## src/rtl/core/lkv_pkg.sv

```systemverilog
// ----------------------------------------------------------------------------
// LRU key/value cache package
// Shared widths, operation codes and the control word that the top level
// broadcasts to every cell of the recency chain.
// ----------------------------------------------------------------------------
package lkv_pkg;

	localparam int KEY_W     = 32;
	localparam int DATA_W    = 32;
	localparam int CAP_W     = 5;
	localparam int DEPTH_DEF = 16;
	localparam logic [CAP_W-1:0] CAP_RESET = 5'd16;

	typedef enum logic {
		OP_PUT = 1'b0,
		OP_GET = 1'b1
	} lkv_op_t;

	// Broadcast to all cells in the execute cycle.
	typedef struct packed {
		logic move;       // promote the hit entry: the hit cell and the cells above it shift
		logic shift_all;  // put miss: every cell takes its upper neighbor's word
	} lkv_ctrl_t;

endpackage

```

## src/rtl/core/lru_key_value_cache.sv

```systemverilog
// ----------------------------------------------------------------------------
// LRU key/value cache
// Fully associative key/value store with least-recently-used replacement,
// built as a chain of cells held in recency order.
// ----------------------------------------------------------------------------
// Usage:
//   A word (op, key, value) is taken at a clock edge where start is high and
//   busy is low. busy is then high for one cycle while all cells compare the
//   key in parallel and the chain shifts. The result word (found, read_value,
//   evicted) appears in the following cycle, marked by done for exactly one cycle;
//   the receiver must take it then, as there is no way to hold it off.
//   A new word cannot be taken while busy is high. The word is registered,
//   then the cells do the parallel compare and one-step shift of the chain.
//   Cell 0 holds the most recently used entry; deeper cells hold older ones.
//   The capacity register must be written through capacity_we and
//   capacity_in_use only while the block is idle; the block itself does not
//   enforce this. Zero acts as one, values above DEPTH as DEPTH. Reset
//   empties the cache (fill count zero) and sets the capacity to 16. Cell
//   contents are not cleared; only the filled cells ever take part.
// ----------------------------------------------------------------------------
module lru_key_value_cache #(
	parameter int DEPTH = lkv_pkg::DEPTH_DEF
) (
	input  logic                             clk,
	input  logic                             arst_n,
	input  logic                             start,
	output logic                             busy,
	input  logic                             capacity_we,
	input  logic [lkv_pkg::CAP_W-1:0]         capacity_in_use,
	input  logic                             op,
	input  logic signed [lkv_pkg::KEY_W-1:0]  key,
	input  logic signed [lkv_pkg::DATA_W-1:0] value,
	output logic                             done,
	output logic                             found,
	output logic signed [lkv_pkg::DATA_W-1:0] read_value,
	output logic                             evicted
);
	import lkv_pkg::*;

	localparam int FILL_W = $clog2(DEPTH + 1);
	localparam int CW     = (FILL_W > CAP_W) ? FILL_W : CAP_W;

	logic [CAP_W-1:0]  cap_q;
	logic [FILL_W-1:0] fill_q;
	logic              busy_q;
	logic              done_q;
	logic              found_q;
	logic              evicted_q;
	logic [DATA_W-1:0] read_value_q;

	lkv_op_t           op_s1;
	logic [KEY_W-1:0]  key_s1;
	logic [DATA_W-1:0] value_s1;

	logic [KEY_W-1:0]  chain_key [DEPTH+1];
	logic [DATA_W-1:0] chain_val [DEPTH+1];
	logic              chain_hit [DEPTH+1];
	logic [DATA_W-1:0] chain_hv  [DEPTH+1];
	logic [DEPTH-1:0]  match_vec;

	lkv_ctrl_t         ctrl;
	logic              hit;
	logic [DATA_W-1:0] hit_val;
	logic              is_put;
	logic              full;
	logic [CW-1:0]     cap_ext;
	logic [CW-1:0]     cap_eff;
	logic              accept;

	assign accept  = start && !busy_q;
	assign hit     = chain_hit[DEPTH];
	assign hit_val = chain_hv[DEPTH];
	assign is_put  = (op_s1 == OP_PUT);

	assign cap_ext = CW'(cap_q);
	always_comb begin
		if (cap_q == '0) begin
			cap_eff = CW'(1);
		end else if (cap_ext > CW'(DEPTH)) begin
			cap_eff = CW'(DEPTH);
		end else begin
			cap_eff = cap_ext;
		end
	end
	assign full = CW'(fill_q) >= cap_eff;

	assign ctrl.move      = busy_q && hit;
	assign ctrl.shift_all = busy_q && is_put && !hit;

	// The word entering the top of the chain: the hit entry on a promote,
	// the new entry on a put miss. A put always carries the new value.
	assign chain_key[0] = key_s1;
	assign chain_val[0] = is_put ? value_s1 : hit_val;
	assign chain_hit[0] = 1'b0;
	assign chain_hv[0]  = '0;

	for (genvar i = 0; i < DEPTH; i++) begin : g_cell
		logic slot_valid;
		assign slot_valid = fill_q > FILL_W'(i);

		lkv_cell u_cell (
			.clk         (clk),
			.prev_key    (chain_key[i]),
			.prev_val    (chain_val[i]),
			.search_key  (key_s1),
			.slot_valid  (slot_valid),
			.ctrl        (ctrl),
			.hit_in      (chain_hit[i]),
			.hit_val_in  (chain_hv[i]),
			.cell_key    (chain_key[i+1]),
			.cell_val    (chain_val[i+1]),
			.match       (match_vec[i]),
			.hit_out     (chain_hit[i+1]),
			.hit_val_out (chain_hv[i+1])
		);
	end

	always_ff @(posedge clk) begin
		if (accept) begin
			op_s1    <= lkv_op_t'(op);
			key_s1   <= key;
			value_s1 <= value;
		end
		if (busy_q) begin
			found_q      <= hit;
			read_value_q <= (!is_put && hit) ? hit_val : '0;
			evicted_q    <= is_put && !hit && full;
		end
	end

	always_ff @(posedge clk or negedge arst_n) begin
		if (!arst_n) begin
			cap_q  <= CAP_RESET;
			fill_q <= '0;
			busy_q <= 1'b0;
			done_q <= 1'b0;
		end else begin
			if (capacity_we) begin
				cap_q <= capacity_in_use;
			end
			busy_q <= accept;
			done_q <= busy_q;
			if (busy_q && is_put && !hit) begin
				// When full, the bottom entries fall off and the count lands on capacity.
				fill_q <= full ? FILL_W'(cap_eff) : fill_q + FILL_W'(1);
			end
		end
	end

	assign busy       = busy_q;
	assign done       = done_q;
	assign found      = found_q;
	assign read_value = read_value_q;
	assign evicted    = evicted_q;

	a_single_match: assert property (@(posedge clk) disable iff (!arst_n)
		busy_q |-> $onehot0(match_vec))
		else $error("more than one cell matched the search key");

	a_fill_bound: assert property (@(posedge clk) disable iff (!arst_n)
		fill_q <= FILL_W'(DEPTH))
		else $error("fill count exceeds depth");

	a_done_follows: assert property (@(posedge clk) disable iff (!arst_n)
		busy_q |=> (done_q && !busy_q))
		else $error("result word did not follow the execute cycle");

	a_evict_miss: assert property (@(posedge clk) disable iff (!arst_n)
		(done_q && evicted_q) |-> !found_q)
		else $error("eviction reported on a hit");

	a_fill_growth: assert property (@(posedge clk) disable iff (!arst_n)
		(busy_q && hit) |=> $stable(fill_q))
		else $error("fill count changed on a hit");

endmodule

```

## src/rtl/core/lkv_cell.sv

```systemverilog
// ----------------------------------------------------------------------------
// LRU key/value cache cell
// One slot of the recency chain. Compares its key with the search key,
// passes the hit flag and hit value down the chain and takes the word of
// its upper neighbor when told to shift.
// ----------------------------------------------------------------------------
module lkv_cell (
	input  logic                      clk,
	input  logic [lkv_pkg::KEY_W-1:0]  prev_key,
	input  logic [lkv_pkg::DATA_W-1:0] prev_val,
	input  logic [lkv_pkg::KEY_W-1:0]  search_key,
	input  logic                      slot_valid,
	input  lkv_pkg::lkv_ctrl_t        ctrl,
	input  logic                      hit_in,
	input  logic [lkv_pkg::DATA_W-1:0] hit_val_in,
	output logic [lkv_pkg::KEY_W-1:0]  cell_key,
	output logic [lkv_pkg::DATA_W-1:0] cell_val,
	output logic                      match,
	output logic                      hit_out,
	output logic [lkv_pkg::DATA_W-1:0] hit_val_out
);
	import lkv_pkg::*;

	logic [KEY_W-1:0]  key_q;
	logic [DATA_W-1:0] val_q;
	logic              shift;

	assign match       = slot_valid && (key_q == search_key);
	assign hit_out     = hit_in | match;
	assign hit_val_out = hit_val_in | (match ? val_q : '0);

	// On a promote, a cell shifts when no cell above it matched, which is the
	// hit cell and every younger cell; the hit entry re-enters at the top.
	assign shift = ctrl.shift_all | (ctrl.move & !hit_in);

	always_ff @(posedge clk) begin
		if (shift) begin
			key_q <= prev_key;
			val_q <= prev_val;
		end
	end

	assign cell_key = key_q;
	assign cell_val = val_q;

endmodule
```

## config.mk

```make
export PLATFORM = sky130hd
export DESIGN_NAME = lru_key_value_cache
export DESIGN_NICKNAME = d
export VERILOG_FILES = /design/src/rtl/core/lkv_pkg.sv /design/src/rtl/core/lru_key_value_cache.sv /design/src/rtl/core/lkv_cell.sv
export SDC_FILE = /design/constraint.sdc
export NUM_CORES = 1
export LEC_CHECK = 0
export BUFFER_PORTS_ARGS = -buffer_cell sky130_fd_sc_hd__buf_4
export CAP_MARGIN = 20
export CORE_UTILIZATION = 46
export DETAILED_ROUTE_END_ITERATION = 10
export PLACE_DENSITY = 0.69
export SETUP_SLACK_MARGIN = 0.2
export SLEW_MARGIN = 20
export SYNTH_ARGS = -nofsm -noshare
export SYNTH_HDL_FRONTEND = slang
export SYNTH_SLANG_ARGS = --single-unit
```

## constraint.sdc

```tcl
create_clock -name clk -period 23.7 [get_ports clk]
set_clock_uncertainty 0.1 [all_clocks]
set_input_delay 1.185 -clock clk [delete_from_list [all_inputs] [get_ports clk]]
set_output_delay 1.185 -clock clk [all_outputs]
set_load 0.02 [all_outputs]
```

* Word level (Yosys, flattened, before mapping)
Cells that the tools add are included.
** Storage, ports and cells
- Logic and storage cells :: 200
- Input bits :: 74
- Flip-flop bits (word level) :: 1135
** Operators by class
- Multiplexer cells :: 20
- Magnitude comparators :: 18
- $add $sub $neg :: 1
- Eq/ne operators :: 16
- Bitwise operators :: 62
- Reductions and logical operators :: 41
** Operator list (count)
- 32-bit two-way mux :: 17
- 32-bit == test :: 16
- 32-bit bitwise OR :: 15
- 5-bit by 4-bit > comparator with 1-bit output (second input constant) :: 8
- 1-bit bitwise OR :: 31
- 1-bit logical AND :: 23
- 5-bit by 3-bit > comparator with 1-bit output (second input constant) :: 4
- 1-bit zero test :: 17
- 1-bit AND :: 15
- 5-bit two-way mux :: 3
- 5-bit by 1-bit > comparator with 1-bit output (second input constant) :: 2
- 5-bit by 2-bit > comparator with 1-bit output (second input constant) :: 2
- 5-bit by 1-bit adder with 5-bit output (second input constant) :: 1
- 5-bit greater-or-equal comparator :: 1
- 5-bit > comparator (second input constant) :: 1
- 5-bit zero test :: 1
- 1-bit NOT :: 1

* Logic depth before layout (Yosys ltp)
Gate-level depths: netlist of run 1.
- Depth after elaboration :: 20
- Mapped depth :: 13
- Gate-level depth less buffers :: 12

* Hierarchy
A second synthesis of run 1 with hierarchy kept.
** Second synthesis, totals
- Cell total of the unflattened synthesis :: 3786
- Area total of the unflattened synthesis :: 54677.4 um2
** By module, submodules not included
- lkv_cell :: seq. area each 1921.8 um2, area an instance 3138.0 um2, times used 16, cells an instance 219
- lru_key_value_cache :: seq. area each 3274.4 um2, area an instance 4469.3 um2, times used 1, cells an instance 282

* Least setup slack after synthesis of run 1
No wires, ideal clock.
- Kind :: register -> register
- Start :: register fill_q[1]
- End :: register g_cell[10].u_cell.key_q[0], enable pin
- Clock period less this slack :: 8.010 ns
- Stages on the path, launching flop included :: 11
- Buffers on the path :: 1
- Data arrival time :: 7.329 ns
- Setup time :: 0.581 ns
- Required time :: 23.019 ns
- Path slack :: 15.690 ns
- Path through :: dfrtp_1 ha_1 and3_1 ha_1 or3_1 nor4_4 nor4_4 or4b_1 buf_2 or3b_1 o31ai_1
** Between the ends
- Cells in the longest elaborated chain, start to end :: 20
- Elaborated cells between the ends (all ways) :: 53
- Those cells by class :: order compare: 16; bitwise: 17; reduce/logical: 20
** Ends and longest elaborated chain
- start, declared :: RTL line lru_key_value_cache.sv:44 : logic [FILL_W-1:0] fill_q;
- start signal, assigned :: RTL line lru_key_value_cache.sv:145 : fill_q <= full ? FILL_W'(cap_eff) : fill_q + FILL_W'(1);
- 5-bit by 1-bit > comparator with 1-bit output :: RTL line lru_key_value_cache.sv:99 : assign slot_valid = fill_q > FILL_W'(i);
- 1-bit logical AND :: RTL line lkv_cell.sv:28 : assign match = slot_valid && (key_q == search_key);
- 1-bit bitwise OR (15 in a row) :: RTL line lkv_cell.sv:29 : assign hit_out = hit_in | match;
- 1-bit logical AND or 1-bit zero test (tied branches) :: RTL line lru_key_value_cache.sv:87, lru_key_value_cache.sv:88
- 1-bit AND or 1-bit logical AND (tied branches) :: RTL line lkv_cell.sv:34, lru_key_value_cache.sv:88
- 1-bit bitwise OR (*) :: RTL line lkv_cell.sv:34 : assign shift = ctrl.shift_all | (ctrl.move & !hit_in);
- net g_cell[10].u_cell.shift :: RTL line lkv_cell.sv:26 : logic shift;
- end signal, assigned :: RTL line lkv_cell.sv:38 : key_q <= prev_key;
- end, declared :: RTL line lkv_cell.sv:24 : logic [KEY_W-1:0] key_q;
Mark *: on every way through the listed nets, which the timed path passes. The rest lies on a longest branch.
A chain may end at the register's enable or synchronous reset.

* Worst setup path after layout of run 1
- Start :: register key_s1[12]
- End :: register g_cell[10].u_cell.key_q[8], enable pin
** Between the ends
- Cells in the longest elaborated chain, start to end :: 20
- Elaborated cells between the ends (all ways) :: 53
- Those cells by class :: eq/ne: 16; bitwise: 17; reduce/logical: 20
** Ends and longest elaborated chain
- start, declared :: RTL line lru_key_value_cache.sv:52 : logic [KEY_W-1:0] key_s1;
- start signal, assigned :: RTL line lru_key_value_cache.sv:121 : key_s1 <= key;
- 32-bit == test :: RTL line lkv_cell.sv:28
- 1-bit logical AND :: RTL line lkv_cell.sv:28
- 1-bit bitwise OR (15 in a row) :: RTL line lkv_cell.sv:29
- 1-bit logical AND or 1-bit zero test (tied branches) :: RTL line lru_key_value_cache.sv:87, lru_key_value_cache.sv:88
- 1-bit AND or 1-bit logical AND (tied branches) :: RTL line lkv_cell.sv:34, lru_key_value_cache.sv:88
- 1-bit bitwise OR (*) :: RTL line lkv_cell.sv:34
- net g_cell[10].u_cell.shift :: RTL line lkv_cell.sv:26
Marked as above.

==> results.sh, run 1 <==
export IMPL_outcome="completed"
export IMPL_clk_latency_ns=0.69
export IMPL_io_pins=110
export IMPL_cts_hold_buffers=0
export IMPL_die_y_um=312.4
export IMPL_synth_cells=2516
export IMPL_r2r_end="g_cell[10].u_cell.cell_key[8]$_DFFE_PP_"
export IMPL_dpl_worst_slack_ns=17.71
export IMPL_tightest_slew_ns=1.107
export IMPL_initial_core_util_pct=46.56
export IMPL_gp_congestion=0.9267
export IMPL_antenna_found_initial=0
export IMPL_ys_warn_count=0
export IMPL_peakVddDrop_mv=0.08419
export IMPL_rr_worst_depth=10
export IMPL_die_area_mm2=0.09757
export IMPL_required_ns=23.90
export IMPL_synth_fp_nets=2600
export IMPL_io_buffers=109
export IMPL_clock_root_buffer="clkbuf_16"
export IMPL_synth_flop_cell="edfxtp_1"
export IMPL_route_met2_wl_um=54220
export IMPL_power_per_cell_area_mw_per_mm2=85.93
export IMPL_synthTopCellsByArea="edfxtp_1, xor2_1, a22oi_1"
export IMPL_cts_max_path_buffers=3
export IMPL_first_iter_violations=2513
export IMPL_grt_overflow_total=0
export IMPL_cts_resized=0
export IMPL_clock_sinks=1135
export IMPL_vias=23730
export IMPL_core_area_mm2=0.09515
export IMPL_grt_pass1_wl_um=164000
export IMPL_syn_to_final_growth_pct=13.31
export IMPL_max_slew_margin_pct=26.18
export IMPL_start_kind="flop"
export IMPL_timing_final_ws_setup_ns=17.66
export IMPL_nFillCells=7510
export IMPL_setup_worst_path_end_class="flop"
export IMPL_htree_levels=3
export IMPL_yosysTopAreaCell="edfxtp_1"
export IMPL_topRoutingLayerUsed="met4"
export IMPL_netlist_area_mm2=0.04431
export IMPL_grt_max_degree=67
export IMPL_tns_ns=0
export IMPL_ff_latch_area_mm2=0.03403
export IMPL_clkTransAtPathRegs_ns=0.06
export IMPL_dr_wl_met3_um=10450
export IMPL_r2r_slack_ns=17.66
export IMPL_cts_made_buffers=108
export IMPL_drive_gt1_share_pct=13.69
export IMPL_dpl_cell_area_mm2=0.04673
export IMPL_dp_hpwl_um=69980
export IMPL_synth_edf_count=1123
export IMPL_drv_cap=0
export IMPL_synth_area_per_cell_um2=17.61
export IMPL_finish_instance_area_mm2=0.05021
export IMPL_hold_class="input port to async pin"
export IMPL_max_freq_mhz=165.7
export IMPL_routedLengthMet1_um=42870
export IMPL_routedWlPerCell_um=27.69
export IMPL_rows=113
export IMPL_fin_util_pct=52.76
export IMPL_die_w_um=312.4
export IMPL_yosysTopAreaCellShare_pct=76.11
export IMPL_nets=2762
export IMPL_hold_violations=0
export IMPL_ant_nets=0
export IMPL_routed_via_density=5.885
export IMPL_critPathMaxFanout=48
export IMPL_worstReg2RegStart="key_s1[12]$_DFFE_PP_"
export IMPL_cts_tree="done"
export IMPL_power_leakage_uw=0.01690
export IMPL_drtPass1Iterations=5
export IMPL_min_period_over_period_pct=25.46
export IMPL_grtUsageTotal_pct=22.83
export IMPL_fin_crit_ns=6.035
export IMPL_drv_slew=0
export IMPL_rsz0062_at_grt="no"
export IMPL_drc_errors=0
export IMPL_yosys_cell_count_top_type="edfxtp_1"
export IMPL_yosysSeqAreaShare_pct=76.79
export IMPL_multi_input_area_mm2=0.009718
export IMPL_synthArstFlopShare_pct=1.057
export IMPL_grt_pass1_vias=24900
export IMPL_worstSetupPathType="flop to flop"
export IMPL_cts_setup_buffers=0
export IMPL_ys_ff_latch=1135
export IMPL_antenna_cells=0
export IMPL_finalSetupViolCount=0
export IMPL_cp_data_arrival_time_ns=6.24
export IMPL_synthDistinctLibCells=57
export IMPL_synth_common_cells="edfxtp_1, xor2_1, a22oi_1"
export IMPL_wirelength_um=111700
-- worst max path at each step --
stage	cells past startpoint	from	end	slack (ns)
after CTS	10	key_s1[26]$_DFFE_PP_	g_cell[10].u_cell.cell_key[11]$_DFFE_PP_	17.58
after global routing	10	key_s1[16]$_DFFE_PP_	g_cell[10].u_cell.cell_key[8]$_DFFE_PP_	17.50
after floorplan	10	fill_q[1]$_DFFE_PN0P_	g_cell[10].u_cell.cell_key[0]$_DFFE_PP_	15.69
after detailed placement	10	key_s1[26]$_DFFE_PP_	g_cell[10].u_cell.cell_key[8]$_DFFE_PP_	17.71
final	10	key_s1[12]$_DFFE_PP_	g_cell[10].u_cell.cell_key[8]$_DFFE_PP_	17.66
after global placement	9	key_s1[31]$_DFFE_PP_	g_cell[10].u_cell.cell_key[8]$_DFFE_PP_	17.14
-- where the power goes --
part | internal (uW) | total, uW | switching (uW)
Sequential | 2290 | 2350 | 54.8
Clock | 971 | 1710 | 735
Combinational | 81.3 | 261 | 179
Total | 3340 | 4310 | 969
-- area by class of cell --
class	count	share of cell area (%)
clock buffers	141	5.714
clock inverters	59	1.151
inverters	8	0.06230
flip-flops and latches	1135	67.77
repair buffers	181	2.791
well taps	1265	3.153
multi-input cells	1244	19.36
-- logic make-up (layout without fill, tap and decap cells) --
group	count (synthesis)	after routing	synth area share, %
AO/OA/AOI/OAI	342	342	5.973
XOR/XNOR	512	512	10.12
adder cells (fa/ha/maj)	10	10	0.2824
buffers and inverters	137	389	1.937
flip-flops	1135	1135	76.79
multiplexers	12	12	0.2993
AND/OR/NAND/NOR	368	368	4.597
-- registers in the layout, summed over array words and instances (netlist names), 5 cells and up --
signal                  flops
g_cell.u_cell.cell_key    512
g_cell.u_cell.cell_val    512
key_s1                     32
read_value                 32
value_s1                   32
cap_ext                     5
fill_q                      5
-- layout by cell type (no fill, tap or decap), types with 5 or more instances in the layout --
master	netlist	routed
a221oi_1	15	15
clkbuf_1	46	31
mux2_2	10	10
inv_1	8	6
a21o_1	21	21
o41a_1	10	10
clkinv_2	0	18
a2111oi_4	0	7
o21ai_0	20	16
nand4_1	54	54
xnor2_1	116	116
dfrtp_1	11	10
nor3_1	8	7
nor4_1	112	112
a22o_1	18	18
ha_1	10	10
nand3_1	15	15
nor2_1	29	25
xor2_1	396	396
clkinv_1	0	23
a22oi_1	224	224
buf_4	44	177
nand2_1	111	109
bufinv_16	0	11
edfxtp_1	1123	1123
nor4_4	3	6
clkbuf_16	0	110
inv_6	0	5
-- through the flow --
stage | power (uW) | std cells | hold WS [ns]
floorplan | 2535 | 2516 | 0.3206
global placement | 2638 | 3829 | 0.3284
detailed placement | 2645 | 3832 | 0.3324
CTS | 4327 | 4032 | 0.2161
global route | 4425 | 4033 | 0.2452
finish | 4314 | 4033 | 0.2498
-- per-layer routing --
metal,up-vias,track usage (%)
li1,10110,-
met5,-,0
met2,1299,37.44
met1,12080,29.59
met4,0,9.737
met3,251,4.698
-- critical path, stage by stage, from the launching register on --
cell and delay (ns):
edfxtp_1 0.33, buf_4 0.38, xnor2_1 0.17, nand4_1 0.16, nor4_1 0.81, and4_4 0.88
nor4_4 0.14, or4b_1 0.38, or3b_1 0.56, o31ai_4 0.93, buf_4 0.69
Note: power is estimated with default switching activity, not from simulation.
==> run 2: changes to the inputs <==
- ABC_AREA: not set -> 1
- clock period: 23.7 -> 6 ns (I/O delays scaled with it)
==> run 2 against run 1 <==
  * Worst hold slack worse by 0.22 ns
  * Die area grew 7.8%
  * First-iteration DRC count rose by 89%
  * Sequential cell count did not move
  * Total power grew to 4.2 times the previous value
  * Routed wire length grew 37%
  * Critical path depth grew 8
  * Critical endpoint is now g_cell[5].u_cell.cell_val[18]$_DFFE_PP_
  * Highest routed layer is now met5
==> results.sh, run 2 <==
export IMPL_final_common_cell="edfxtp_1"
export IMPL_cp_data_arrival_time_ns=5.50
export IMPL_synth_cells=3825
export IMPL_drv_slew=0
export IMPL_max_slew_margin_pct=21.65
export IMPL_ys_warn_count=0
export IMPL_synth_area_per_cell_um2=12.49
export IMPL_io_pins=110
export IMPL_slowest_delay_ns=0.75
export IMPL_dpl_worst_slack_ns=0.9851
export IMPL_min_period_over_period_pct=87.95
export IMPL_grtUsageTotal_pct=29.25
export IMPL_rsz0062_at_grt="no"
export IMPL_cts_made_buffers=114
export IMPL_setup_worst_path_end_class="flop"
export IMPL_grt_max_degree=65
export IMPL_yosys_cell_count_top_type="edfxtp_1"
export IMPL_drc_errors=0
export IMPL_core_area_mm2=0.1023
export IMPL_crit_chain="ha_1 -> inv_1 -> a21oi_1 -> buf_4 -> nor2_1 -> nand2_1 -> nor2_1 -> nand3_1 -> nand4_1 -> nor2_2 -> nand4_2 -> nor2_2 -> nand4_2 -> nor2_4 -> nand4_2 -> buf_4 -> nand2_4 -> buf_4"
export IMPL_tns_ns=0
export IMPL_timing_final_ws_setup_ns=0.7231
export IMPL_yosysSeqAreaShare_pct=71.22
export IMPL_drive_gt1_share_pct=11.76
export IMPL_grt_pass1_wl_um=216800
export IMPL_netlist_area_mm2=0.04778
export IMPL_fin_util_pct=53.88
export IMPL_max_freq_mhz=189.5
export IMPL_cts_tree="done"
export IMPL_vias=31840
export IMPL_ys_ff_latch=1135
export IMPL_hold_class="input port to flop"
export IMPL_dp_hpwl_um=102600
export IMPL_cts_hold_buffers=83
export IMPL_synth_edf_count=1123
export IMPL_gp_congestion=0.9899
export IMPL_critPathMaxFanout=64
export IMPL_outcome="completed"
export IMPL_finalSetupViolCount=0
export IMPL_grt_pass1_vias=30660
export IMPL_power_per_cell_area_mw_per_mm2=330.2
export IMPL_yosysTopAreaCellShare_pct=70.58
export IMPL_die_w_um=324.3
export IMPL_mostFrequentLayoutCells="edfxtp_1, nand2_1, nor2_1, inv_1"
export IMPL_clock_root_buffer="clkbuf_16"
export IMPL_path_buf_inv=4
export IMPL_cp_slowest_cell="buf_4"
export IMPL_clkTransAtPathRegs_ns=0.06
export IMPL_tightest_slew_ns=1.175
export IMPL_cts_max_path_buffers=3
export IMPL_hold_violations=0
export IMPL_initial_core_util_pct=46.69
export IMPL_fin_crit_ns=5.277
export IMPL_routedWlPerCell_um=27.43
export IMPL_cts_resized=0
export IMPL_syn_to_final_growth_pct=15.41
export IMPL_antenna_found_initial=3
export IMPL_clock_sinks=1135
export IMPL_synth_flop_cell="edfxtp_1"
export IMPL_drv_cap=0
export IMPL_routed_via_density=5.725
export IMPL_synthTopCellsByArea="edfxtp_1, nand2_1, xnor2_1"
export IMPL_peakVddDrop_mv=0.2292
export IMPL_crit_family="simple AND/OR/NAND/NOR gates"
export IMPL_clk_latency_ns=0.72
export IMPL_wirelength_um=152600
export IMPL_cts_setup_buffers=0
export IMPL_rows=117
export IMPL_grt_overflow_total=0
export IMPL_start_kind="flop"
export IMPL_synthDistinctLibCells=50
export IMPL_yosysTopAreaCell="edfxtp_1"
export IMPL_ant_nets=0
export IMPL_die_area_mm2=0.1052
export IMPL_worstSetupPathType="flop to flop"
export IMPL_power_leakage_uw=0.02020
export IMPL_synthArstFlopShare_pct=1.057
export IMPL_nets=4178
export IMPL_first_iter_violations=4762
export IMPL_drtPass1Iterations=5
export IMPL_required_ns=6.22
export IMPL_htree_levels=3
export IMPL_die_y_um=324.3
export IMPL_synth_common_cells="edfxtp_1, nand2_1, nor2_1"
export IMPL_io_buffers=109
export IMPL_synth_fp_nets=3909
==> run 2: cell count changes after synthesis, sizes merged, moves of 78 or more <==
cell	before	now
a22oi	224	0
xor2	396	133
nor2	29	331
inv	8	264
nand4	54	135
nand3	15	93
o21ai	20	102
nand2	111	987
==> run 2: path summary, 6_finish.rpt <==
kind	start	end	slack (ns)	cells past startpoint
min in group asynchronous	arst_n	cap_ext[4]$_DFFE_PN1P_	0.54	3
hold reg to reg	g_cell[2].u_cell.cell_val[29]$_DFFE_PP_	g_cell[3].u_cell.cell_val[29]$_DFFE_PP_	0.34	0
max in group asynchronous	arst_n	busy$_DFF_PN0_	4.27	4
setup reg to reg	fill_q[1]$_DFFE_PN0P_	g_cell[5].u_cell.cell_val[18]$_DFFE_PP_	0.72	18
setup / recovery	fill_q[1]$_DFFE_PN0P_	g_cell[5].u_cell.cell_val[18]$_DFFE_PP_	0.72	18
hold / removal	start	busy$_DFF_PN0_	0.03	4
==> run 2: report_power, final <==
part	leakage [uW]	internal, uW	switching (uW)	total [uW]
combinational	0.00773	440	1040	1480
clock	0.00189	4200	3200	7400
sequential	0.0106	9050	268	9320
==> run 2: final cells by class <==
class	instances	area (um2)
Fill cell	8478	47190
Sequential cell	1135	34030
Multi-Input combinational cell	2298	12140
Clock buffer	129	2909
Timing Repair Buffer	281	2405
Tap cell	1368	1712
Inverter	264	992.2
Clock inverter	84	944.7
Antenna cell	2	5.005
==> run 2: tightest hold or removal path, delay by kind of cell <==
family,cells,cell delay [ns]
buffers and inverters,3,0.41
AND/OR/NAND/NOR,1,0.03
==> run 2: metal layers <==
metal	up-vias	GRT usage, %	routed length [um]
met5	-	0	9
met4	2	12.17	6388
met3	349	6.979	18430
met2	2076	42.51	65190
met1	15570	42.10	62540
li1	13840	-	-
==> run 2: stage by stage <==
step	instance area (um2)	power [uW]	std cells	hold WS (ns)
after floorplan	47780	10150	3825	-0.09559
after global routing	55130	18630	5559	0.06415
after detailed placement	50450	10870	5263	0.05099
after CTS	55130	18200	5559	0.02797
after global placement	50450	10860	5263	0.04582
final	55140	18200	5561	0.02903
==> run 2: cell families after synthesis <==
family | Yosys count | share of synthesized area, %
xor gates and xnor gates | 324 | 5.940
AOI/OAI and AO/OA | 223 | 3.132
and+or+nand+nor | 1741 | 15.79
DFF | 1135 | 71.22
adders and majority gates | 10 | 0.2619
buffers and inverters | 392 | 3.664
